<file path="src/sv/im2col_pkg.sv">
`default_nettype none

package im2col_pkg;

	localparam int SRC_W   = 28;
	localparam int DST_W   = 38;
	localparam int DIM_W   = 12;
	localparam int RECIP_W = 22;
	localparam int RECIP_SHIFT = 21;

	// register map, word index = paddr[4:2]
	typedef enum logic [2:0] {
		REG_IMAGE_HEIGHT  = 3'd0,
		REG_IMAGE_WIDTH   = 3'd1,
		REG_KERNEL_HEIGHT = 3'd2,
		REG_KERNEL_WIDTH  = 3'd3,
		REG_PAD_ROWS      = 3'd4,
		REG_PAD_COLS      = 3'd5,
		REG_STRIDE_ROWS   = 3'd6,
		REG_STRIDE_COLS   = 3'd7
	} reg_idx_t;

	typedef struct packed {
		logic [10:0] image_height;
		logic [10:0] image_width;
		logic [4:0]  kernel_height;
		logic [4:0]  kernel_width;
		logic [3:0]  pad_rows;
		logic [3:0]  pad_cols;
		logic [4:0]  stride_rows;
		logic [4:0]  stride_cols;
	} cfg_t;

	// floor(2^21 / d); code 0 behaves as divisor 1
	localparam logic [RECIP_W-1:0] RECIP_TABLE [32] = '{
		22'd2097152, 22'd2097152, 22'd1048576, 22'd699050,
		22'd524288,  22'd419430,  22'd349525,  22'd299593,
		22'd262144,  22'd233016,  22'd209715,  22'd190650,
		22'd174762,  22'd161319,  22'd149796,  22'd139810,
		22'd131072,  22'd123361,  22'd116508,  22'd110376,
		22'd104857,  22'd99864,   22'd95325,   22'd91180,
		22'd87381,   22'd83886,   22'd80659,   22'd77672,
		22'd74898,   22'd72315,   22'd69905,   22'd67650
	};

	function automatic logic [4:0] at_least_one(input logic [4:0] v);
		return (v == 5'd0) ? 5'd1 : v;
	endfunction

	function automatic logic [RECIP_W-1:0] recip(input logic [4:0] d);
		return RECIP_TABLE[d];
	endfunction

endpackage

`default_nettype wire

</file>
<file path="src/sv/im2col_cdiv.sv">
`default_nettype none

// 16-bit by 5-bit divide through a reciprocal table. The estimate is registered
// here; the one-step correction is combinational and registered by the caller.
module im2col_cdiv (
	input  wire logic        clk,
	input  wire logic        en,
	input  wire logic [15:0] dividend,
	input  wire logic [4:0]  divisor,
	output logic [15:0]      quotient,
	output logic [4:0]       remainder
);

	localparam int SH = im2col_pkg::RECIP_SHIFT;
	localparam int PW = 16 + im2col_pkg::RECIP_W - 1;

	logic [PW-1:0] prod;
	logic [15:0]   dividend_s;
	logic [4:0]    div_s;
	logic [15:0]   qe_s;
	logic [20:0]   back;
	logic [15:0]   rem_raw;
	logic          fix;

	assign prod = PW'(dividend) * PW'(im2col_pkg::recip(divisor));

	always_ff @(posedge clk) begin
		if (en) begin
			dividend_s <= dividend;
			div_s      <= im2col_pkg::at_least_one(divisor);
			qe_s       <= prod[SH+15:SH];
		end
	end

	// estimate is low by at most one
	assign back      = 21'(qe_s) * 21'(div_s);
	assign rem_raw   = dividend_s - back[15:0];
	assign fix       = rem_raw >= 16'(div_s);
	assign quotient  = qe_s + 16'(fix);
	assign remainder = fix ? 5'(rem_raw - 16'(div_s)) : rem_raw[4:0];

endmodule

`default_nettype wire

</file>
<file path="config.mk">
export PLATFORM = sky130hd
export DESIGN_NAME = im2col_cdiv
export DESIGN_NICKNAME = d
export VERILOG_FILES = /design/src/sv/im2col_pkg.sv /design/src/sv/im2col_cdiv.sv
export SDC_FILE = /design/constraint.sdc
export NUM_CORES = 1
export LEC_CHECK = 0
export ABC_CLOCK_PERIOD_IN_PS = 11100
export BUFFER_PORTS_ARGS = -buffer_cell sky130_fd_sc_hd__buf_4
export CAP_MARGIN = 5
export CORE_MARGIN = 5
export CORE_UTILIZATION = 45
export CTS_CLUSTER_SIZE = 10
export DETAILED_ROUTE_END_ITERATION = 16
export PLACE_DENSITY = 0.65
export SLEW_MARGIN = 20
export SYNTH_ARGS = -nofsm -noshare
export SYNTH_HDL_FRONTEND = slang
export SYNTH_SLANG_ARGS = --single-unit
</file>
<file path="constraint.sdc">
create_clock -name clk -period 11.1 [get_ports clk]
set_clock_uncertainty 0.05 [all_clocks]
set_input_delay 2.22 -clock clk [delete_from_list [all_inputs] [get_ports clk]]
set_output_delay 2.22 -clock clk [all_outputs]
set_load 0.05 [all_outputs]
</file>
==> results_dict.tcl, run 1 <==
set metrics [dict create \
    run_status "complete, no violations" \
    synth_common_cells "inv_1, fa_1, nand2_1, and2_1, ha_1" \
    row_count 68 \
    die_w_um 198 \
    cp_slowest_cell "o31a_1" \
    fp.coreArea_um2 34700 \
    ant_nets 0 \
    drive_gt1_share_pct 6.19 \
    cts_inserted_buffers 5 \
    viasPerCell 5.36 \
    cp-end-kind "flip-flop" \
    crit_start "divisor[0]" \
    post-route-util_pct 48.2 \
    port_buffers 43 \
    maxSlewViolCount 0 \
    diodes 0 \
    grt.met1_usage_pct 30.3 \
    yosysWarningCount 0 \
    endpoint "qe_s[15]" \
    use_met3_pct 3.13 \
    crit_family "adder cells" \
    fin_crit_ns 9.85 \
    hold_path_class "in2reg" \
    yosysUniqueCellTypes 89 \
    fin_crit_sh_pct 88.7 \
    hold_viol 0 \
    antenna_found_initial 1 \
    place.gp.congestion 0.921 \
    grt_use_met2_pct 34.7 \
    final_nets 2263 \
    crit_path_max_fanout 16 \
    relSlewSlack_pct 33.5 \
    syn_to_final_growth_pct 5.14 \
    synth_mux_area_share_pct 0.936 \
    ios 44 \
    syn_inst 1797 \
    synthAdderAreaFrac_pct 51.6 \
    synth-xor-area-share_pct 3.03 \
    yosys-top-cells-area "fa_1, ha_1, inv_1, edfxtp_1, nand2_1" \
    die_area_um2 39200 \
    synth_compound_area_share_pct 7.57 \
    grt.total_usage_pct 21.2 \
    synth_area_um2 15900 \
    grt_pass1_vias 12600 \
    cp.required_ns 11.07 \
    wl_per_cell_um 18.2 \
    postCtsSetupBuffers 0 \
    synthesis.nets 2282 \
    arrival_ns 9.82 \
    cts_resized 0 \
    fillerInstances 3318 \
    synth_most_common_cell "inv_1" \
    ys_ff_latch 37 \
    slowest_delay_ns 0.77 \
    hpwl_um 30600 \
    ys.flop_type "edfxtp_1" \
    wirelength_um 40600 \
    timing.final.ws_setup_ns 1.25 \
    drc_errors 0 \
    worst_pin_slew_ns 0.998 \
    cap_violations 0 \
    synth_top_family_by_area "adder cells" \
    vias 12000 \
    overflow 0 \
    setup_viol 0 \
    clockBufferDepth 2 \
    netlist.area_leader.share_pct 40.8 \
    ys_seq_area_share_pct 6.98 \
    grt_setup_unrepaired "false" \
    multi_input_area_um2 13000 \
    cts_sinks 37 \
    grt_max_degree 45 \
    hold_buffers 0 \
    crit_path_start_kind "input pin" \
    post-synth-top-area-cell "fa_1" \
    crit_type "in2reg" \
    drt_iter0_markers 839 \
    seqCellArea_um2 1110 \
    synth-simple-area-share_pct 18.5 \
    cp.buffers_inverters 7 \
    synth_async_sr_flop_share_pct 0 \
    fmax_mhz 102 \
    synth_edf_count 37 \
    cts_tree "built" \
    start_util_pct 45.8 \
    firstDrtPassIters 5 \
    grt_pass1_wl_um 66700 \
    grt_busiest_layer "met2" \
    clk_pin_slew_ns 0.05 \
    die_y_um 198 \
    synth_area_per_cell_um2 8.85 \
    cts-root-buf "clkbuf_16" \
    htree_levels 2 \
    fin_setup_tns_ns 0 \
    pre_cts_slack_ns 1.01 \
    cp_num_cells 29 \
]
## logic make-up after synthesis
| family | after synthesis |
|---|---|
| AO/OA/AOI/OAI | 169 |
| XOR/XNOR | 55 |
| adder cells (fa/ha/maj) | 462 |
| buffers and inverters | 471 |
| flip-flops | 37 |
| multiplexers | 11 |
| AND/OR/NAND/NOR | 592 |
## cell type report
type	instances	area share (%)
inverter	389	8.73
clock buffer	5	0.748
timing repair buffer	56	2.51
multi-input combinational	1289	77.9
clock inverter	2	0.0673
sequential	37	6.64
tap	455	3.40
## per-stage QoR
| stage | instance area [um2] | hold slack, ns | std cells |
|---|---|---|---|
| 5_1_grt | 16700 | 2.31 | 2233 |
| 6_report | 16700 | 2.31 | 2233 |
| 2_1_floorplan | 15900 | 2.27 | 1797 |
| 4_1_cts | 16700 | 2.31 | 2233 |
| 3_5_place_dp | 16600 | 2.60 | 2226 |
| 3_3_place_gp | 16600 | 2.60 | 2226 |
## cells in the final DEF (no fill, tap or decap), types with 22 or more instances in the layout
| cell type | count |
|---|---|
| inv_1 | 387 |
| fa_1 | 324 |
| nand2_1 | 280 |
| and2_1 | 155 |
| ha_1 | 138 |
| buf_4 | 56 |
| a21oi_1 | 51 |
| nor2_1 | 43 |
| xnor2_1 | 41 |
| edfxtp_1 | 37 |
| a21o_1 | 28 |
| nand3_1 | 22 |
## sequential cells by signal (all words and copies together), names as in the netlist
signal and cells:
qe_s 16, dividend_s 16, div_s 5
## how the worst min path moves through the flow
stage,start,end,slack [ns],cells past startpoint
final,dividend[14],dividend_s[14],2.31,1
after floorplan,dividend[0],dividend_s[0],2.27,0
after CTS,dividend[13],dividend_s[13],2.31,1
after global placement,dividend[14],dividend_s[14],2.60,1
after global routing,dividend[13],dividend_s[13],2.31,1
after detailed placement,dividend[14],dividend_s[14],2.60,1
## per-layer routing
metal / part of all wire [%] / wire (um)
met1: 44 / 17900
met2: 47 / 19000
met3: 7.3 / 2960
met4: 2.1 / 855
met5: 0 / 0
Power of run 1 is not shown: default switching activity piles up to over one toggle a cycle in this logic, so the estimate is an artifact.
==> run 2: changes to the inputs <==
--- a/config.mk
+++ b/config.mk
@@ -5,7 +5,7 @@
 export SDC_FILE = /design/constraint.sdc
 export NUM_CORES = 1
 export LEC_CHECK = 0
-export ABC_CLOCK_PERIOD_IN_PS = 11100
+export ABC_CLOCK_PERIOD_IN_PS = 11400
 export BUFFER_PORTS_ARGS = -buffer_cell sky130_fd_sc_hd__buf_4
 export CAP_MARGIN = 5
 export CORE_MARGIN = 5
==> constraint.sdc (replaced) <==
create_clock -name clk -period 11.4 [get_ports clk]
set_clock_uncertainty 0.05 [all_clocks]
set_input_delay 2.28 -clock clk [delete_from_list [all_inputs] [get_ports clk]]
set_output_delay 2.28 -clock clk [all_outputs]
set_load 0.05 [all_outputs]
==> run 2 against run 1 <==
Setup slack gained 0.077 ns. Wire length shrank 0.88%. Sequential share of layout area is essentially flat. Die area is the same. Global-route usage shrank 0.067 points.
==> results_dict.tcl, run 2 (synthesis results as in run 1) <==
set metrics [dict create \
    relSlewSlack_pct 30.1 \
    reg_top3 "dividend_s x16, qe_s x16, div_s x5" \
    fmax_mhz 99.3 \
    ant_nets 0 \
    die_area_um2 39200 \
    crit_family "adder cells" \
    htree_levels 2 \
    viasPerCell 5.33 \
    worstHoldStart "dividend[14]" \
    drt_iter0_markers 718 \
    clk_pin_slew_ns 0.06 \
    cp_slowest_cell "o31a_1" \
    antenna_found_initial 0 \
    postCtsSetupBuffers 0 \
    cts_tree "built" \
    firstDrtPassIters 5 \
    fin_crit_ns 10.07 \
    grt.total_usage_pct 21.2 \
    crit_type "in2reg" \
    final_cell_mix "inv_1, fa_1, nand2_1" \
    setup_viol 0 \
    place.gp.congestion 0.910 \
    drive_gt1_share_pct 6.13 \
    drc_errors 0 \
    crit_path_start_kind "input pin" \
    worst_pin_slew_ns 1.05 \
    crit_path_max_fanout 16 \
    grt_pass1_wl_um 66700 \
    hold_buffers 0 \
    hpwl_um 30700 \
    slowest_delay_ns 0.70 \
    run_status "complete, no violations" \
    mostFrequentLayoutCell "inv_1" \
    grt_pass1_vias 12600 \
    grt_max_degree 45 \
    port_buffers 43 \
    clockBufferDepth 2 \
    die_y_um 198 \
    cts_inserted_buffers 5 \
    cts_resized 0 \
    wirelength_um 40300 \
    cts_sinks 37 \
    wl_per_cell_um 18.0 \
    cap_violations 0 \
    die_w_um 198 \
    row_count 68 \
    holdPathEnd "dividend_s[14]" \
    arrival_ns 10.04 \
    fp.coreArea_um2 34700 \
    cts-root-buf "clkbuf_16" \
    syn_to_final_growth_pct 5.14 \
    fin_setup_tns_ns 0 \
    fin_crit_sh_pct 88.3 \
    hold_depth 1 \
    overflow 0 \
    hold_viol 0 \
    cp.buffers_inverters 8 \
    cp-end-kind "flip-flop" \
    vias 11900 \
    final_nets 2263 \
    maxSlewViolCount 0 \
    hold_path_class "in2reg" \
    cp.required_ns 11.37 \
    start_util_pct 45.8 \
    ios 44 \
    grt_setup_unrepaired "false" \
]
-- run 2: cell count changes in the layout (fill, tap and decap cells not counted), sizes merged --
cell / change
clkbuf: +1
diode: +1
clkinvlp: -1
-- run 2: how the worst max path moves through the flow --
stage / start / endpoint / slack, ns / cells after the start
3_3_place_gp: divisor[1] / qe_s[15] / 1.28 / 30
5_1_grt: divisor[0] / qe_s[15] / 0.92 / 30
6_report: divisor[0] / qe_s[15] / 1.33 / 30
3_5_place_dp: divisor[0] / qe_s[15] / 1.10 / 30
2_1_floorplan: divisor[1] / qe_s[15] / 1.92 / 30
4_1_cts: divisor[0] / qe_s[15] / 1.37 / 30
-- run 2: area by class of cell --
cell class | instances | area [um2]
antenna | 1 | 2.50
multi-input combinational | 1289 | 13000
clock buffer | 6 | 129
tap | 455 | 569
fill | 3307 | 18000
sequential | 37 | 1110
inverter | 389 | 1460
clock inverter | 1 | 3.75
timing repair buffer | 56 | 420
-- run 2: through the flow --
stage	setup WS, ns	hold WS [ns]	utilization, %	area (um2)	cells
finish	1.33	2.36	48.2	16700	2234
global route	0.917	2.36	48.2	16700	2233
CTS	1.37	2.36	48.2	16700	2233
detailed placement	1.10	2.65	47.8	16600	2226
global placement	1.28	2.65	47.8	16600	2226
floorplan	1.92	2.33	-	15900	1797
-- run 2: layer usage --
metal / vias up / routed length (um) / GRT usage, %
met5: - / 0 / 0
met2: 366 / 18800 / 34.5
li1: 5422 / - / -
met1: 6069 / 18300 / 30.6
met3: 49 / 2470 / 2.99
met4: 0 / 689 / 3.90
Power of run 2 is left out for the same reason.
