==> config.mk <==
export PLATFORM = sky130hd
export DESIGN_NAME = im2col_out_dim
export DESIGN_NICKNAME = d
export VERILOG_FILES = /design/src/sv/im2col_pkg.sv /design/src/sv/im2col_out_dim.sv
export SDC_FILE = /design/constraint.sdc
export NUM_CORES = 1
export LEC_CHECK = 0
export BUFFER_PORTS_ARGS = -buffer_cell sky130_fd_sc_hd__buf_2
export CAP_MARGIN = 15
export CORE_MARGIN = 2
export CORE_UTILIZATION = 25
export CTS_CLUSTER_DIAMETER = 50
export DETAILED_ROUTE_END_ITERATION = 10
export PLACE_DENSITY_LB_ADDON = 0.12
export SYNTH_ARGS = -nofsm -noshare
export SYNTH_HDL_FRONTEND = slang
export SYNTH_SLANG_ARGS = --single-unit
==> constraint.sdc <==
create_clock -name clk -period 7.3 [get_ports clk]
set_input_delay 0.73 -clock clk [delete_from_list [all_inputs] [get_ports clk]]
set_output_delay 0.73 -clock clk [all_outputs]
set_load 0.01 [all_outputs]
==> src/sv/im2col_pkg.sv <==
`default_nettype none

package im2col_pkg;

	localparam int SRC_W   = 28;
	localparam int DST_W   = 38;
	localparam int DIM_W   = 12;
	localparam int RECIP_W = 22;
	localparam int RECIP_SHIFT = 21;

	// register map, word index = paddr[4:2]
	typedef enum logic [2:0] {
		REG_IMAGE_HEIGHT  = 3'd0,
		REG_IMAGE_WIDTH   = 3'd1,
		REG_KERNEL_HEIGHT = 3'd2,
		REG_KERNEL_WIDTH  = 3'd3,
		REG_PAD_ROWS      = 3'd4,
		REG_PAD_COLS      = 3'd5,
		REG_STRIDE_ROWS   = 3'd6,
		REG_STRIDE_COLS   = 3'd7
	} reg_idx_t;

	typedef struct packed {
		logic [10:0] image_height;
		logic [10:0] image_width;
		logic [4:0]  kernel_height;
		logic [4:0]  kernel_width;
		logic [3:0]  pad_rows;
		logic [3:0]  pad_cols;
		logic [4:0]  stride_rows;
		logic [4:0]  stride_cols;
	} cfg_t;

	// floor(2^21 / d); code 0 behaves as divisor 1
	localparam logic [RECIP_W-1:0] RECIP_TABLE [32] = '{
		22'd2097152, 22'd2097152, 22'd1048576, 22'd699050,
		22'd524288,  22'd419430,  22'd349525,  22'd299593,
		22'd262144,  22'd233016,  22'd209715,  22'd190650,
		22'd174762,  22'd161319,  22'd149796,  22'd139810,
		22'd131072,  22'd123361,  22'd116508,  22'd110376,
		22'd104857,  22'd99864,   22'd95325,   22'd91180,
		22'd87381,   22'd83886,   22'd80659,   22'd77672,
		22'd74898,   22'd72315,   22'd69905,   22'd67650
	};

	function automatic logic [4:0] at_least_one(input logic [4:0] v);
		return (v == 5'd0) ? 5'd1 : v;
	endfunction

	function automatic logic [RECIP_W-1:0] recip(input logic [4:0] d);
		return RECIP_TABLE[d];
	endfunction

endpackage

`default_nettype wire

==> src/sv/im2col_out_dim.sv <==
`default_nettype none

// (size + 2*pad - k) / stride + 1, zero when the kernel exceeds the padded span.
// Free-running three-register chain.
module im2col_out_dim (
	input  wire logic                          clk,
	input  wire logic                          arst_n,
	input  wire logic [10:0]                   size,
	input  wire logic [3:0]                    pad,
	input  wire logic [4:0]                    ksize,
	input  wire logic [4:0]                    stride,
	output logic [im2col_pkg::DIM_W-1:0]       dim
);

	localparam int DW = im2col_pkg::DIM_W;
	localparam int SH = im2col_pkg::RECIP_SHIFT;
	localparam int PW = DW + im2col_pkg::RECIP_W - 1;

	logic [DW-1:0] span;
	logic [4:0]    keff;
	logic          short_span;
	logic [DW-1:0] diff;

	logic [DW-1:0] diff_a_q;
	logic          short_a_q;
	logic [4:0]    stride_a_q;

	logic [PW-1:0] prod;
	logic [DW-1:0] qe_b_q;
	logic [DW-1:0] diff_b_q;
	logic          short_b_q;
	logic [4:0]    seff_b_q;

	logic [DW+4:0] back;
	logic [DW-1:0] rem;
	logic          fix;
	logic [DW-1:0] dim_q;

	assign span       = DW'(size) + DW'({pad, 1'b0});
	assign keff       = im2col_pkg::at_least_one(ksize);
	assign short_span = span < DW'(keff);
	assign diff       = span - DW'(keff);

	assign prod = PW'(diff_a_q) * PW'(im2col_pkg::recip(stride_a_q));
	assign back = (DW+5)'(qe_b_q) * (DW+5)'(seff_b_q);
	assign rem  = diff_b_q - back[DW-1:0];
	assign fix  = rem >= DW'(seff_b_q);
	assign dim  = dim_q;

	always_ff @(posedge clk or negedge arst_n) begin
		if (!arst_n) begin
			diff_a_q   <= '0;
			short_a_q  <= 1'b0;
			stride_a_q <= 5'd1;
			qe_b_q     <= '0;
			diff_b_q   <= '0;
			short_b_q  <= 1'b0;
			seff_b_q   <= 5'd1;
			dim_q      <= DW'(1);
		end else begin
			diff_a_q   <= diff;
			short_a_q  <= short_span;
			stride_a_q <= stride;
			qe_b_q     <= prod[SH+DW-1:SH];
			diff_b_q   <= diff_a_q;
			short_b_q  <= short_a_q;
			seff_b_q   <= im2col_pkg::at_least_one(stride_a_q);
			dim_q      <= short_b_q ? '0 : qe_b_q + DW'(fix) + DW'(1);
		end
	end

endmodule

`default_nettype wire

==> results of run 1 <==
-- routing by layer --
layer / routed length, um / vias up / share of wire / global-route usage
met3: 664 / 8 / 0.019 / 0.00934
met4: 207 / 0 / 0.0058 / 0.0168
met5: 0 / - / 0 / 0
met2: 17600 / 105 / 0.49 / 0.253
li1: - / 4492 / - / -
met1: 17200 / 4849 / 0.48 / 0.201
-- path summary, 6_finish.rpt --
kind / startpoint / endpoint / cells past startpoint
worst min register to register: short_a_q / short_b_q / 0
max in group asynchronous: arst_n / diff_b_q[8] / 2
worst max-delay path: stride_a_q[0] / qe_b_q[8] / 25
min in group asynchronous: arst_n / short_a_q / 2
worst max register to register: stride_a_q[0] / qe_b_q[8] / 25
worst min-delay path: short_a_q / short_b_q / 0
-- cells in the mapped netlist (all sizes together), types with 8 or more instances --
master / count / area (um^2)
a21o: 10 / 75.1
nor2: 46 / 173
nor2b: 15 / 93.8
xor2: 22 / 193
ha: 105 / 1310
dfrtp: 57 / 1430
nand3: 14 / 70.1
nor3: 13 / 65.1
nand2: 268 / 1010
a21oi: 52 / 275
inv: 307 / 1150
buf: 11 / 56.3
and2: 77 / 482
nand4: 8 / 50.1
clkbuf: 63 / 236
nand2b: 11 / 68.8
fa: 231 / 4620
o21ai: 29 / 149
xnor2: 34 / 298
-- stage by stage --
stage	hold slack (ns)	util
finish	0.361	0.281
detailed placement	0.361	0.275
CTS	0.369	0.281
global route	0.375	0.281
floorplan	0.331	-
global placement	0.366	0.275
-- state kept, by name, indices dropped and copies added, names as in the netlist --
| register | count |
|---|---|
| diff_b_q | 12 |
| stride_a_q | 5 |
| short_b_q | 1 |
| seff_b_q | 5 |
| short_a_q | 1 |
| dim | 12 |
| qe_b_q | 12 |
| diff_a_q | 12 |
-- what timing repair did --
| action | in CTS | in global routing |
|---|---|---|
| setup buffers | 0 | 0 |
| setup endpoints to repair | 0 | 1 |
| resized for setup | 0 | 1 |
-- final cells by class --
cell class	instances	area (um^2)	area share
Clock buffer	9	225	0.0160
Clock inverter	7	91.3	0.00649
Inverter	309	1160	0.0827
Multi-Input combinational cell	1027	9720	0.691
Sequential cell	60	1510	0.107
Tap cell	672	841	0.0597
Timing Repair Buffer	83	524	0.0373
-- logic make-up (layout without fill, tap and decap cells) --
kind of cell | Yosys count | in the layout | share of synthesized area
XOR/XNOR | 56 | 56 | 0.0387
AND/OR/NAND/NOR | 475 | 475 | 0.173
flip-flops | 60 | 60 | 0.119
adder cells (fa/ha/maj) | 336 | 336 | 0.469
multiplexers | 5 | 5 | 0.00405
AO/OA/AOI/OAI | 155 | 155 | 0.0815
buffers and inverters | 383 | 408 | 0.115
==> impl_results.md, run 1 <==
- Post-synthesis cell count: 1470
- Drt via density: 4.36
- Synthesis-stage register bit count: 60
- Cts hold-fix bufs: 0
- Final ANT Viol Nets: 0
- Layout Cells excl Fill: 2167
- Final Instance Area: between 0.01 and 0.015 mm^2
- Top FF cell, synth: dfrtp_1
- Global route overflow: 0
- Slew Viols, Final: 0
- 1st-pass router iterations: 4
- Number of synthesized flops with an enable pin: 0
- Worst slew pin tran: 1.09 ns
- Setup TNS: 0 ns
- Post-DP HPWL: 29000 um
- Cell Rows: 82
- Flop2flop setup slack: 0.40 ns
- Number of inserted diodes: 0
- Ys Warns: 0
- Die Wd: about 230 um
- CTS Buf Count: 9
- Die Area: 0.0525 mm^2
- Max Fclk: 145 MHz
- Syn avg cell area: 8.61 um^2
- Slowest-stage cell, CP: o21bai_1
- RSZ-0062 raised after global routing: no
- Worst-path fanout max: 12
- Max-cap viol count: 0
- Count of final setup violators: 0
- Most frequent cells in the layout: inv_1, nand2_1, fa_1, ha_1, and2_1
- Yosys cell types: 68
- Worst hold-check path type: flop to flop
- Tot GR Track Use: 0.144
- Residual DRC: 0
- Syn Nets: 1833
- Layout area overhead: 11.2%
- Initial antenna violation count: 3
- Clock root buffer: clkbuf_16
- Pre-CTS setup slack: 0.340 ns
- Final worst-path cycle share: 0.945
- Io pins: 39
- 1st-iter DRT viols: about 400
- Initial Util: 0.253
- First-pass GRT wire length: roughly 59000 um
- Total wire length: ~36000 um
- Post-Syn Area: 0.0127 mm^2
- Seq/Total Area, Yosys: 0.119
- Skew final: about 0.0044 ns
- Detailed-route via count: ~9500
- Die Y: about 230 um
- Worst skew pair latency: 0.33 ns
- Outcome: finished, final reports clean
- Max stage delay on crit path: 0.78 ns
- Layout cells sized above 1: 0.0829
- Fin. Hold Viols: 0
- Top Family by Delay on Critical Path: adder cells
- Critical path launch point type: flop
- Buf+Inv Stages, Crit Path: 6
- Core Box Area: around 0.05 mm^2
- Dpl cells: 2151
- IO Port Bufs: 38
- Commonest non-fill, non-tap cell in the layout: inv_1
- Clock-pin slew on the worst setup and hold paths: around 0.06 ns
- # H-tree levels: 3
- Min Tclk post-route: 6.90 ns
- Most frequent CP cell: fa_1
- Fillers: 5533
- CTS tree: done
- Kind of critical path: flop to flop
- Routability Congestion: 0.811
- Setup ws final: 0.401 ns
- Rel. slew slack: 0.275
- Worst EP arrival: 7.11 ns
- Crit end category: flop
- Longest Clk Path Bufs: 2
- CTS Sinks: 60
- Final net count: 1853
- Largest net degree at the start of global routing: 61
- WL/cell: between 15 and 20 um
- Ys async rst share: 1.00
- Vias in the first global route: 10467
- Area after DPL: 0.0138 mm^2
- Worst path required time: 7.51 ns
Power of run 1 is not shown: default switching activity piles up to over one toggle a cycle in this logic, so the estimate is an artifact.
==> inputs of run 2 (changes only) <==
--- a/config.mk
+++ b/config.mk
@@ -7,10 +7,11 @@
 export LEC_CHECK = 0
 export BUFFER_PORTS_ARGS = -buffer_cell sky130_fd_sc_hd__buf_2
 export CAP_MARGIN = 15
-export CORE_MARGIN = 2
+export CORE_MARGIN = 4
 export CORE_UTILIZATION = 25
 export CTS_CLUSTER_DIAMETER = 50
 export DETAILED_ROUTE_END_ITERATION = 10
+export GPL_TIMING_DRIVEN = 0
 export PLACE_DENSITY_LB_ADDON = 0.12
 export SYNTH_ARGS = -nofsm -noshare
 export SYNTH_HDL_FRONTEND = slang
==> run 2 against run 1 <==
Global-route usage is 0.13 points higher. Non-clock buffer count increased by 31. First-iteration DRC count grew 2.0%. Final cell count rose by 1.5%. Worst hold slack lost 0.0040 ns. Largest cell class unchanged. Sequential cell count is the same. Design area up 0.54%. Die area up 3.5%. Clock-buffer cell count increased by 4. Critical endpoint unchanged. Register-to-register slack worse by 0.09 ns. Maximum frequency decreased by 1.3%.
==> impl_results.md, run 2 (synthesis gave the netlist of run 1 again) <==
- Outcome: finished, final reports clean (unchanged)
- Worst-path fanout max: 11 (was 12)
- Global route overflow: 0 (unchanged)
- Max Fclk: 143 MHz (was 145 MHz)
- RSZ-0062 raised after global routing: no (unchanged)
- Initial Util: 0.253 (unchanged)
- Tot GR Track Use: 0.146 (was 0.144)
- Skew final: 0.00752 ns (was 0.00439 ns)
- Fin. Hold Viols: 0 (unchanged)
- Count of final setup violators: 0 (unchanged)
- Worst slew pin tran: 0.864 ns (was 1.09 ns)
- Drt via density: 4.36 (about the same)
- 1st-iter DRT viols: 402 (was 394)
- Crit path capture: qe_b_q[8] (unchanged)
- Max stage delay on crit path: 0.65 ns (was 0.78 ns)
- Final ANT Viol Nets: 0 (unchanged)
- Layout area overhead: 11.8% (was 11.2%)
- Worst path required time: 7.50 ns (was 7.51 ns)
- Start point of the critical path: stride_a_q[0] (unchanged)
- Residual DRC: 0 (unchanged)
- First-pass GRT wire length: 60900 um (was 59400 um)
- Die Area: 0.0543 mm^2 (was 0.0525 mm^2)
- Largest net degree at the start of global routing: 32 (was 61)
- Detailed-route via count: 9595 (was 9454)
- Cell Rows: 82 (unchanged)
- Reg-to-Reg End: qe_b_q[8] (unchanged)
- Max-cap viol count: 0 (unchanged)
- CTS tree: done (unchanged)
- Flop2flop setup slack: 0.31 ns (was 0.40 ns)
- Final net count: 1884 (was 1853)
- Met3 Use GR: 0.00979 (was 0.00934)
- Die Y: 233 um (was 229 um)
- Vias in the first global route: 10278 (was 10467)
- Layout Cells excl Fill: 2199 (was 2167)
- Crit end category: flop (unchanged)
- Worst hold-check path type: flop to flop (unchanged)
- CTS Sinks: 60 (unchanged)
- IO Port Bufs: 37 (was 38)
- Most used routing layer: met2 (unchanged)
- Commonest non-fill, non-tap cell in the layout: inv_1 (unchanged)
- Min Tclk post-route: 6.99 ns (was 6.90 ns)
- Clock root buffer: clkbuf_16 (unchanged)
- Met1 Track Usage GR: 0.208 (was 0.201)
- Slew Viols, Final: 0 (unchanged)
- Post-DP HPWL: 31400 um (was 29000 um)
- Core Box Area: 0.0501 mm^2 (unchanged)
- Layout cells sized above 1: 0.0793 (was 0.0829)
- Die Wd: 233 um (was 229 um)
- 1st-pass router iterations: 5 (was 4)
- Dpl cells: 2181 (was 2151)
- Final worst-path cycle share: 0.958 (was 0.945)
- Most frequent cells in the layout: inv_1, nand2_1, fa_1, ha_1, and2_1 (unchanged)
- Longest Clk Path Bufs: 2 (unchanged)
- Cts hold-fix bufs: 0 (unchanged)
- CTS Buf Count: 9 (unchanged)
- Routability Congestion: 0.829 (was 0.811)
- WL/cell: 17.1 um (was 16.5 um)
- Rel. slew slack: 0.424 (was 0.275)
- Worst skew pair latency: 0.33 ns (about the same)
- Worst EP arrival: 7.20 ns (was 7.11 ns)
- # H-tree levels: 3 (unchanged)
- Reg2Reg Depth: 25 (unchanged)
- Clock-pin slew on the worst setup and hold paths: 0.05 ns (was 0.06 ns)
- Total wire length: 37700 um (was 35700 um)
- M2 GR Usage: 0.244 (was 0.253)
- Io pins: 39 (unchanged)
- Slowest-stage cell, CP: dfstp_2 (was o21bai_1)
- Worst r2r src: stride_a_q[0] (unchanged)
- Critical path launch point type: flop (unchanged)
- Initial antenna violation count: 5 (was 3)
- Kind of critical path: flop to flop (unchanged)
## run 2: cell count changes in the layout (fill, tap and decap cells not counted), moves of 4 or more
cell | before | now
a21oi_2 | 4 | 8
buf_4 | 44 | 5
clkbuf_1 | 0 | 45
buf_1 | 1 | 5
clkbuf_2 | 0 | 11
buf_2 | 38 | 44
o21ai_0 | 27 | 23
clkbuf_4 | 0 | 5
a21oi_1 | 48 | 44
## run 2: final cells by class
type | count | area [um^2]
Antenna cell | 1 | 2.50
Buffer | 73 | 334
Inverter | 309 | 1160
Clock buffer | 13 | 250
Multi-Input combinational cell | 1027 | 9820
Sequential cell | 60 | 1510
Clock inverter | 3 | 15.0
Timing Repair Buffer | 41 | 224
Fill cell | 5563 | 35900
Tap cell | 672 | 841
## run 2: worst min-delay path by stage
| stage | start | to | slack, ns | cells after the start |
|---|---|---|---|---|
| after global routing | short_a_q | short_b_q | 0.37 | 0 |
| after global placement | short_a_q | short_b_q | 0.34 | 0 |
| after detailed placement | short_a_q | short_b_q | 0.35 | 0 |
| final | short_a_q | short_b_q | 0.36 | 0 |
| after floorplan | short_a_q | short_b_q | 0.33 | 0 |
| after CTS | short_a_q | short_b_q | 0.36 | 0 |
## run 2: routing by layer
layer,wire [um],part of all wire
met4,790,0.021
met3,1180,0.031
met2,17900,0.47
met1,17800,0.47
met5,0,0
## run 2: worst max-delay path: cells and delay by family, from the launching register on
kind	cells	cell delay, ns
buffers and inverters	7	0.99
flip-flops	1	0.65
XOR/XNOR	1	0.13
adder cells (fa/ha/maj)	7	3.24
AND/OR/NAND/NOR	4	0.75
AO/OA/AOI/OAI	6	1.10
## run 2: repair_timing
action / CTS / global route
gates resized for setup: 22 / 53
buffers inserted: 0 / 2
setup endpoints to repair: 12 / 10
pin swaps: 0 / 1
## run 2: through the flow
stage / hold WS (ns) / utilization / worst slack, ns / instance area (um^2) / TNS, ns
detailed placement: 0.348 / 0.274 / -0.657 / 13700 / -5.30
finish: 0.357 / 0.283 / 0.307 / 14100 / 0
global placement: 0.341 / 0.273 / -1.22 / 13700 / -9.83
floorplan: 0.331 / - / 1.09 / 12700 / 0
CTS: 0.360 / 0.280 / 0.0249 / 14000 / 0
global route: 0.370 / 0.283 / 0.0105 / 14100 / 0
Power of run 2 is left out for the same reason.
