===== src/sv/im2col_pkg.sv =====
`default_nettype none

package im2col_pkg;

	localparam int SRC_W   = 28;
	localparam int DST_W   = 38;
	localparam int DIM_W   = 12;
	localparam int RECIP_W = 22;
	localparam int RECIP_SHIFT = 21;

	// register map, word index = paddr[4:2]
	typedef enum logic [2:0] {
		REG_IMAGE_HEIGHT  = 3'd0,
		REG_IMAGE_WIDTH   = 3'd1,
		REG_KERNEL_HEIGHT = 3'd2,
		REG_KERNEL_WIDTH  = 3'd3,
		REG_PAD_ROWS      = 3'd4,
		REG_PAD_COLS      = 3'd5,
		REG_STRIDE_ROWS   = 3'd6,
		REG_STRIDE_COLS   = 3'd7
	} reg_idx_t;

	typedef struct packed {
		logic [10:0] image_height;
		logic [10:0] image_width;
		logic [4:0]  kernel_height;
		logic [4:0]  kernel_width;
		logic [3:0]  pad_rows;
		logic [3:0]  pad_cols;
		logic [4:0]  stride_rows;
		logic [4:0]  stride_cols;
	} cfg_t;

	// floor(2^21 / d); code 0 behaves as divisor 1
	localparam logic [RECIP_W-1:0] RECIP_TABLE [32] = '{
		22'd2097152, 22'd2097152, 22'd1048576, 22'd699050,
		22'd524288,  22'd419430,  22'd349525,  22'd299593,
		22'd262144,  22'd233016,  22'd209715,  22'd190650,
		22'd174762,  22'd161319,  22'd149796,  22'd139810,
		22'd131072,  22'd123361,  22'd116508,  22'd110376,
		22'd104857,  22'd99864,   22'd95325,   22'd91180,
		22'd87381,   22'd83886,   22'd80659,   22'd77672,
		22'd74898,   22'd72315,   22'd69905,   22'd67650
	};

	function automatic logic [4:0] at_least_one(input logic [4:0] v);
		return (v == 5'd0) ? 5'd1 : v;
	endfunction

	function automatic logic [RECIP_W-1:0] recip(input logic [4:0] d);
		return RECIP_TABLE[d];
	endfunction

endpackage

`default_nettype wire


===== src/sv/im2col_cfg_regs.sv =====
`default_nettype none

module im2col_cfg_regs (
	input  wire logic               clk,
	input  wire logic               arst_n,
	input  wire logic               psel,
	input  wire logic               penable,
	input  wire logic               pwrite,
	input  wire logic [4:0]         paddr,
	input  wire logic [31:0]        pwdata,
	output logic [31:0]             prdata,
	output logic                    pready,
	output im2col_pkg::cfg_t        cfg
);

	im2col_pkg::cfg_t   cfg_q;
	im2col_pkg::reg_idx_t idx;
	logic               wr;

	assign idx    = im2col_pkg::reg_idx_t'(paddr[4:2]);
	assign wr     = psel && penable && pwrite;
	assign pready = 1'b1;
	assign cfg    = cfg_q;

	always_ff @(posedge clk or negedge arst_n) begin
		if (!arst_n) begin
			cfg_q.image_height  <= 11'd1;
			cfg_q.image_width   <= 11'd1;
			cfg_q.kernel_height <= 5'd1;
			cfg_q.kernel_width  <= 5'd1;
			cfg_q.pad_rows      <= 4'd0;
			cfg_q.pad_cols      <= 4'd0;
			cfg_q.stride_rows   <= 5'd1;
			cfg_q.stride_cols   <= 5'd1;
		end else if (wr) begin
			unique case (idx)
				im2col_pkg::REG_IMAGE_HEIGHT:  cfg_q.image_height  <= pwdata[10:0];
				im2col_pkg::REG_IMAGE_WIDTH:   cfg_q.image_width   <= pwdata[10:0];
				im2col_pkg::REG_KERNEL_HEIGHT: cfg_q.kernel_height <= pwdata[4:0];
				im2col_pkg::REG_KERNEL_WIDTH:  cfg_q.kernel_width  <= pwdata[4:0];
				im2col_pkg::REG_PAD_ROWS:      cfg_q.pad_rows      <= pwdata[3:0];
				im2col_pkg::REG_PAD_COLS:      cfg_q.pad_cols      <= pwdata[3:0];
				im2col_pkg::REG_STRIDE_ROWS:   cfg_q.stride_rows   <= pwdata[4:0];
				im2col_pkg::REG_STRIDE_COLS:   cfg_q.stride_cols   <= pwdata[4:0];
			endcase
		end
	end

	always_comb begin
		unique case (idx)
			im2col_pkg::REG_IMAGE_HEIGHT:  prdata = 32'(cfg_q.image_height);
			im2col_pkg::REG_IMAGE_WIDTH:   prdata = 32'(cfg_q.image_width);
			im2col_pkg::REG_KERNEL_HEIGHT: prdata = 32'(cfg_q.kernel_height);
			im2col_pkg::REG_KERNEL_WIDTH:  prdata = 32'(cfg_q.kernel_width);
			im2col_pkg::REG_PAD_ROWS:      prdata = 32'(cfg_q.pad_rows);
			im2col_pkg::REG_PAD_COLS:      prdata = 32'(cfg_q.pad_cols);
			im2col_pkg::REG_STRIDE_ROWS:   prdata = 32'(cfg_q.stride_rows);
			im2col_pkg::REG_STRIDE_COLS:   prdata = 32'(cfg_q.stride_cols);
		endcase
	end

endmodule

`default_nettype wire


===== config.mk =====
export PLATFORM = sky130hd
export DESIGN_NAME = im2col_cfg_regs
export DESIGN_NICKNAME = d
export VERILOG_FILES = /design/src/sv/im2col_pkg.sv /design/src/sv/im2col_cfg_regs.sv
export SDC_FILE = /design/constraint.sdc
export NUM_CORES = 1
export LEC_CHECK = 0
export BUFFER_PORTS_ARGS = -buffer_cell sky130_fd_sc_hd__buf_4
export CORE_ASPECT_RATIO = 1.5
export CORE_MARGIN = 2
export CORE_UTILIZATION = 49
export DETAILED_ROUTE_END_ITERATION = 10
export GPL_TIMING_DRIVEN = 0
export PLACE_DENSITY = 0.85
export SYNTH_ARGS = -nofsm -noshare
export SYNTH_HDL_FRONTEND = slang
export SYNTH_SLANG_ARGS = --single-unit

===== constraint.sdc =====
create_clock -name clk -period 3.05 [get_ports clk]
set_input_delay 0.305 -clock clk [delete_from_list [all_inputs] [get_ports clk]]
set_output_delay 0.305 -clock clk [all_outputs]
set_load 0.02 [all_outputs]

==> results.json, run 1 <==
{
  "synth_mux_area_frac": 0.3003,
  "power.density_nw_per_um2": 611.2,
  "synth_xor_area_frac": 0,
  "fin_ws_ns": 1.181,
  "grt_busiest_layer": "met2",
  "drive_above_1_share": 0.5700,
  "cp.buffers_inverters": 3,
  "grt-ovfl-total": 0,
  "netlist_instances": 201,
  "design.core.area_um2": 4887,
  "dr.first_iter.drc_count": 38,
  "syn_to_final_growth_pct": 33.37,
  "start_kind": "input pin",
  "gp_congestion": 0.7566,
  "crit_fanout": 10,
  "cpMostUsedCell": "buf_4",
  "syn_area_um2": 2512,
  "combPwrFrac": 0.358,
  "min_period_over_period": 0.6128,
  "intPower_mw": 1.338,
  "start_util": 0.5141,
  "crit_family": "buffers and inverters",
  "fin_area_um2": 3351,
  "post_cts_resized": 0,
  "setup-tns-final_ns": 0,
  "status": "finished clean",
  "vias_per_cell": 5.019,
  "antenna_found_initial": 0,
  "switchingPower_uw": 709.5,
  "ant_nets": 0,
  "sw_frac_of_total": 0.3465,
  "grt_pass1_wl_mm": 9.887,
  "nFillCells": 393,
  "clock_latency_ns": 0.29,
  "clock_path_buffers": 2,
  "totalWireLength_mm": 6.156,
  "p_clk_frac": 0.198,
  "synth_compound_area_frac": 0.04133,
  "hold_violations": 0,
  "ys.warnings.count": 0,
  "slew_viol_final": 0,
  "peakVddDrop_v": 0.0004928,
  "setup_violations": 0,
  "cts_setup_buffers": 0,
  "layout_common_cells": "buf_4 (100), mux2_2 (51), dfrtp_1 (44)",
  "grt_pass1_vias": 1929,
  "nets": 348,
  "arrival_ns": 1.56,
  "synth_simple_gate_area_share": 0.07171,
  "numPortBuffers": 78,
  "ys_types": 28,
  "std_cell_rows": 31,
  "place_ws_ns": 1.162,
  "slowest_stage": "a311oi_1",
  "hold_class": "in -> async",
  "clock_tree.root_cell": "clkbuf_8",
  "critPathKind": "in -> out",
  "regArea_um2": 1259,
  "cp.required_ns": 2.74,
  "die_area_um2": 5728,
  "cts.sinks": 50,
  "max_slew.worst_pin.slew_ns": 0.6791,
  "die_h_um": 91.70,
  "route.vias.total": 1872,
  "power_leakage_nw": 1.715,
  "yosysSeqAreaShare": 0.5010,
  "first_pass_iters": 4,
  "synth_adder_area_share": 0,
  "cts_tree": "done",
  "die_x_um": 62.47,
  "htree_levels": 2,
  "clk_pin_slew_ns": 0.09,
  "min_period_ns": 1.869,
  "grtUsageMet3": 0.06503,
  "cts_hold_buf": 0,
  "ys_seq_elements": 50,
  "largest_reg_flops": 50,
  "slew_headroom": 0.5456,
  "fin_skew_ns": 0,
  "antenna_cells": 0,
  "cts_buffers": 5,
  "p_seq_frac": 0.444,
  "grtUsageMet1": 0.2492,
  "mostFrequentLayoutCell": "buf_4",
  "post-route-drc-count": 0,
  "placed_cell_area_um2": 3256,
  "grt_start_max_net_pins": 51,
  "synth_top_family_by_area": "multiplexers",
  "syn_area_per_cell_um2": 12.50,
  "grtUsageTotal": 0.2231,
  "multi_input_area_um2": 1121,
  "max_stage_delay_ns": 0.31,
  "cp-end-kind": "output port",
  "met2_usage": 0.4005,
  "rsz0062_at_grt": "false",
  "io_pins": 125,
  "fmax_mhz": 535.1,
  "worstPathCellList": "buf_4 > buf_2 > mux2i_1 > nor2_1 > a311oi_1 > a21oi_1 > buf_4",
  "hpwlAfterDp_mm": 4.555,
  "routedWlPerCell_um": 16.50,
  "drv_cap": 0
}
## synthesized netlist by cell type
master / instances / share of area
mux2_2: 51 / 0.23
dfrtp_1: 44 / 0.44
buf_4: 22 / 0.066
nor2_1: 19 / 0.028
mux2i_1: 18 / 0.072
buf_2: 7 / 0.014
dfstp_2: 6 / 0.063
a211oi_1: 3 / 0.0090
nand2b_1: 3 / 0.0075
o22a_1: 3 / 0.010
o22ai_1: 3 / 0.0075
a21oi_1: 2 / 0.0040
a31oi_1: 2 / 0.0050
conb_1: 2 / 0.0030
nand2_1: 2 / 0.0030
or3_1: 2 / 0.0050
a311oi_1: 1 / 0.0035
buf_1: 1 / 0.0015
clkbuf_1: 1 / 0.0015
nand3_1: 1 / 0.0020
nand3b_1: 1 / 0.0030
nand4_1: 1 / 0.0025
nand4b_4: 1 / 0.0095
nor2b_1: 1 / 0.0025
nor3_1: 1 / 0.0020
nor3_2: 1 / 0.0040
o21ai_0: 1 / 0.0020
or2_2: 1 / 0.0025
## logic make-up (layout without fill, tap and decap cells)
kind of cell,Yosys count,count (layout)
AO/OA/AOI/OAI,15,15
buffers and inverters,31,117
flip-flops,50,50
multiplexers,69,69
other,2,22
AND/OR/NAND/NOR,34,34
## power by group through the flow
stage               logic [mW]  clock network, mW  registers [mW]
floorplan                0.264                  0            1.06
global placement         0.723                  0           0.914
detailed placement       0.737                  0           0.922
CTS                      0.739              0.405           0.910
global route             0.780              0.432           0.930
finish                   0.733              0.405           0.909
## path summary, 6_finish.rpt
path,start,to,cells past startpoint,slack [ns]
worst max-delay path,paddr[3],prdata[4],7,1.18
worst min-delay path,arst_n,cfg[35],1,0.008
worst max register to register,cfg[8],cfg[8],1,2.24
worst min register to register,cfg[37],cfg[37],1,0.55
max in group asynchronous,arst_n,cfg[24],1,2.61
min in group clk,pwdata[7],cfg[35],2,0.24
## through the flow
| stage | power [mW] | util | hold WS, ns | cells |
|---|---|---|---|---|
| final | 2.048 | 0.6856 | 0.007627 | 373 |
| after global routing | 2.141 | 0.6856 | 0.05771 | 373 |
| after CTS | 2.054 | 0.6856 | 0.03241 | 373 |
| after detailed placement | 1.659 | 0.6662 | 0.3607 | 365 |
| after global placement | 1.637 | 0.6662 | 0.3553 | 365 |
| after floorplan | 1.328 | - | 0.009409 | 221 |
## routing by layer
layer  vias to the layer above  routed length, µm
li1                        881                  -
met1                       891               2308
met2                        90               3205
met3                        10                510
met4                         0                131
met5                         -                  0
## cell type report
| cell class | count | area share |
|---|---|---|
| buffer | 31 | 0.06199 |
| clock buffer | 6 | 0.02465 |
| clock inverter | 2 | 0.003734 |
| multi-input combinational | 140 | 0.3346 |
| sequential | 50 | 0.3757 |
| tap | 66 | 0.02465 |
| timing repair buffer | 78 | 0.1748 |
Note: power is estimated with default switching activity, not from simulation.
==> inputs of run 2 (changes only) <==
--- a/config.mk
+++ b/config.mk
@@ -8,10 +8,10 @@
 export BUFFER_PORTS_ARGS = -buffer_cell sky130_fd_sc_hd__buf_4
 export CORE_ASPECT_RATIO = 1.5
 export CORE_MARGIN = 2
-export CORE_UTILIZATION = 49
+export CORE_UTILIZATION = 46
 export DETAILED_ROUTE_END_ITERATION = 10
 export GPL_TIMING_DRIVEN = 0
-export PLACE_DENSITY = 0.85
+export PLACE_DENSITY = 0.8
 export SYNTH_ARGS = -nofsm -noshare
 export SYNTH_HDL_FRONTEND = slang
 export SYNTH_SLANG_ARGS = --single-unit
==> constraint.sdc (replaced) <==
create_clock -name clk -period 1.77 [get_ports clk]
set_input_delay 0.177 -clock clk [delete_from_list [all_inputs] [get_ports clk]]
set_output_delay 0.177 -clock clk [all_outputs]
set_load 0.02 [all_outputs]
==> results.json, run 2 (synthesized netlist as in run 1, its figures left out) <==
{
  "status": "finished clean",
  "min_period_ns": 1.675,
  "holdPathStages": 2,
  "hold_class": "in -> reg",
  "drive_above_1_share": 0.5649,
  "placed_cell_area_um2": 3261,
  "post-place-cells": 369,
  "slew_viol_final": 0,
  "clock_tree.root_cell": "clkbuf_8",
  "io_pins": 125,
  "peakVddDrop_v": 0.0008310,
  "power.density_nw_per_um2": 1043,
  "numPortBuffers": 78,
  "max_slew.worst_pin.slew_ns": 0.6609,
  "antenna_found_initial": 0,
  "worstRegToRegCells": 1,
  "grt_pass1_vias": 1850,
  "vias_per_cell": 4.947,
  "clock_latency_ns": 0.30,
  "gp_congestion": 0.8862,
  "cts_tree": "done",
  "syn_to_final_growth_pct": 33.81,
  "critPathKind": "reg -> out",
  "cts_setup_buffers": 0,
  "finalNonFillerCells": 378,
  "reg2reg_to": "cfg[9]",
  "setup_violations": 0,
  "hold_end": "cfg[34]",
  "grt-ovfl-total": 0,
  "fin_skew_ns": 0,
  "route.vias.total": 1870,
  "clk_pin_slew_ns": 0.09,
  "first_pass_iters": 4,
  "setup-tns-final_ns": 0,
  "p_total_mw": 3.507,
  "htree_levels": 2,
  "hpwlAfterDp_mm": 4.544,
  "fmax_mhz": 597.1,
  "mostFrequentLayoutCell": "buf_4",
  "place_ws_ns": 0.04498,
  "die_x_um": 64.34,
  "clock_path_buffers": 2,
  "layout_common_cells": "buf_4 (100), mux2_2 (51), dfrtp_1 (44)",
  "start_kind": "register",
  "hold_violations": 0,
  "std_cell_rows": 33,
  "routedWlPerCell_um": 15.87,
  "cts.sinks": 50,
  "drv_cap": 0,
  "cts_buffers": 5,
  "start_util": 0.4681,
  "holdWs_ns": 0.1114,
  "largest_reg_flops": 50,
  "crit_fanout": 3,
  "cp.required_ns": 1.59,
  "reg2reg_setup_slack_ns": 0.98,
  "utilization": 0.6263,
  "grt_start_max_net_pins": 51,
  "dr.first_iter.drc_count": 37,
  "r2r_start": "cfg[9]",
  "die_h_um": 94.52,
  "slew_headroom": 0.5578,
  "rsz0062_at_grt": "false",
  "design.core.area_um2": 5368,
  "cp-end-kind": "output port",
  "fin_area_um2": 3362,
  "grt_pass1_wl_mm": 9.522,
  "power_leakage_nw": 1.720,
  "grtUsageTotal": 0.2065,
  "arrival_ns": 1.50,
  "nets": 349,
  "die_area_um2": 6081,
  "antenna_cells": 0,
  "worstHoldStart": "pwdata[6]",
  "min_period_over_period": 0.9461,
  "fin_ws_ns": 0.09534,
  "totalWireLength_mm": 5.998,
  "ant_nets": 0,
  "post-route-drc-count": 0
}
run 2: layout make-up:
| type | count | area, µm² |
|---|---|---|
| fillers | 469 | 2006 |
| flip-flops and latches | 50 | 1259 |
| multi-input cells | 140 | 1121 |
| repair buffers | 79 | 595.6 |
| plain buffers | 31 | 207.7 |
| well taps | 70 | 87.58 |
| clock buffers | 7 | 86.33 |
| clock inverters | 1 | 5.005 |
run 2: critical path, stage by stage (launching register included):
cell and delay (ns):
dfstp_2 0.55, mux2i_1 0.07, a211oi_1 0.24, o22a_1 0.19, buf_4 0.15
run 2: power breakdown:
group,switching (mW),internal [mW]
Sequential,0.177,1.39
Combinational,0.655,0.608
Clock,0.365,0.316
run 2: what timing repair did:
item / in CTS / in global routing
hold buffers: 1 / 0
resized for setup: 0 / 0
hold endpoints to repair: 44 / 0
endpoints found under the setup margin: 0 / 0
run 2: worst max path at each step:
stage / start / end
5_1_grt: cfg[5] / prdata[0]
3_5_place_dp: paddr[2] / cfg[2]
6_report: cfg[5] / prdata[0]
3_3_place_gp: paddr[2] / cfg[2]
4_1_cts: cfg[5] / prdata[0]
2_1_floorplan: paddr[4] / prdata[2]
run 2: layer usage:
metal	GRT usage	part of all wire	up-vias
li1	-	-	876
met1	0.2282	0.36	895
met2	0.3767	0.54	85
met3	0.04291	0.069	14
met4	0.09397	0.030	0
met5	0	0	-
==> inputs of run 3 (changes only) <==
--- a/config.mk
+++ b/config.mk
@@ -10,7 +10,7 @@
 export CORE_MARGIN = 2
 export CORE_UTILIZATION = 46
 export DETAILED_ROUTE_END_ITERATION = 10
-export GPL_TIMING_DRIVEN = 0
+export GPL_TIMING_DRIVEN = 1
 export PLACE_DENSITY = 0.8
 export SYNTH_ARGS = -nofsm -noshare
 export SYNTH_HDL_FRONTEND = slang
==> results.json, run 3 (synthesized netlist as in run 1, its figures left out) <==
{
  "status": "finished clean",
  "die_h_um": 94.52,
  "clock_latency_ns": 0.30,
  "cts.sinks": 50,
  "dr_wl_met3_um": 404,
  "post_cts_resized": 0,
  "rsz0062_at_grt": "false",
  "layout_common_cells": "buf_4 (93), mux2_2 (51), dfrtp_1 (44)",
  "hpwlAfterDp_mm": 4.384,
  "r2r_start": "cfg[26]",
  "slew_viol_final": 0,
  "die_x_um": 64.34,
  "fin_ws_ns": 0.05473,
  "largest_reg_flops": 50,
  "start_util": 0.4681,
  "crit_end": "prdata[0]",
  "hold_class": "in -> reg",
  "totalWireLength_mm": 5.791,
  "clk_pin_slew_ns": 0.09,
  "nFillCells": 446,
  "die_area_um2": 6081,
  "reg2reg_to": "cfg[26]",
  "clock_tree.root_cell": "clkbuf_8",
  "syn_to_final_growth_pct": 30.93,
  "design.core.area_um2": 5368,
  "setup_violations": 0,
  "power_leakage_nw": 1.650,
  "grt-ovfl-total": 0,
  "io_pins": 125,
  "grt_start_max_net_pins": 51,
  "place_ws_ns": 0.2229,
  "worstPathCellList": "mux2i_1 > a211oi_1 > o22a_1 > buf_4",
  "wirelength_met1_mm": 2.211,
  "grt_pass1_wl_mm": 9.052,
  "hold_violations": 0,
  "start_kind": "register",
  "slew_headroom": 0.5910,
  "max_stage_delay_ns": 0.56,
  "placed_cell_area_um2": 3166,
  "antenna_cells": 0,
  "vias_per_cell": 5.088,
  "fin_skew_ns": 0,
  "numPortBuffers": 79,
  "grt_pass1_vias": 1838,
  "setup-tns-final_ns": 0,
  "clock_path_buffers": 2,
  "fin_area_um2": 3289,
  "route.vias.total": 1842,
  "fmax_mhz": 583.0,
  "nets": 333,
  "first_pass_iters": 4,
  "met2_length_mm": 3.117,
  "critPathKind": "reg -> out",
  "power.density_nw_per_um2": 1094,
  "reg2reg_setup_slack_ns": 0.97,
  "post-route-drc-count": 0,
  "cp.required_ns": 1.59,
  "drv_cap": 0,
  "highest_layer": "met4",
  "cts_setup_buffers": 0,
  "ant_nets": 0,
  "cts_hold_buf": 1,
  "grtUsageTotal": 0.1959,
  "worstRegToRegCells": 1,
  "min_period_over_period": 0.9691,
  "htree_levels": 2,
  "std_cell_rows": 33,
  "cp-end-kind": "output port",
  "dr.first_iter.drc_count": 21,
  "arrival_ns": 1.54,
  "gp_congestion": 0.7912,
  "slowest_stage": "dfstp_2",
  "cts_buffers": 5,
  "crit_fanout": 3,
  "min_period_ns": 1.715,
  "peakVddDrop_v": 0.0008615,
  "startpoint": "cfg[5]",
  "cts_tree": "done",
  "antenna_found_initial": 0,
  "drive_above_1_share": 0.5514,
  "mostFrequentLayoutCell": "buf_4",
  "max_slew.worst_pin.slew_ns": 0.6135,
  "routedWlPerCell_um": 16.00
}
## run 3: cell types whose count changed in the layout (fill, tap and decap cells not counted)
cell and delta:
bufinv_16 +1, buf_4 -7, clkinv_2 -1, buf_2 -7
clkinvlp_4 +2, clkbuf_8 -1, clkbuf_1 -2, buf_1 -1
## run 3: power breakdown
part / internal [mW] / switching (mW) / total [mW]
registers: 1.39 / 0.181 / 1.57
logic: 0.579 / 0.645 / 1.22
clock network: 0.420 / 0.386 / 0.807
## run 3: per-stage QoR
stage               instances  hold WS, ns  utilization  total power [mW]
floorplan                 221      -0.1186            -             2.289
global placement          353       0.2302       0.5897             2.792
detailed placement        353       0.2307       0.5897             2.820
CTS                       362      0.09846       0.6128             3.631
global route              362      0.09517       0.6128             3.775
finish                    362       0.1103       0.6128             3.597
## run 3: layout make-up
type | instances | area (µm²) | share of cell area
sequential | 50 | 1259 | 0.3827
timing repair buffer | 94 | 708.2 | 0.2153
clock buffer | 5 | 68.82 | 0.02092
tap | 70 | 87.58 | 0.02663
clock inverter | 3 | 45.04 | 0.01369
multi-input combinational | 140 | 1121 | 0.3408
## run 3: metal layers
layer	global-route usage	vias to the layer above
met3	0.05006	6
met5	0	-
met4	0.05319	0
met2	0.3533	72
met1	0.2298	916
li1	-	848
## run 3: worst min path at each step
| stage | from | to | cells past startpoint |
|---|---|---|---|
| floorplan | arst_n | cfg[10] | 0 |
| global placement | arst_n | cfg[36] | 1 |
| detailed placement | arst_n | cfg[22] | 1 |
| CTS | pwdata[8] | cfg[47] | 2 |
| global route | pwdata[8] | cfg[47] | 2 |
| finish | pwdata[8] | cfg[36] | 2 |
## run 3: worst max-delay path, delay by kind of cell, from the launching register on
kind            cells  cell delay, ns
compound gates      2            0.46
buf+inv             1            0.15
flops               1            0.56
mux                 1            0.07
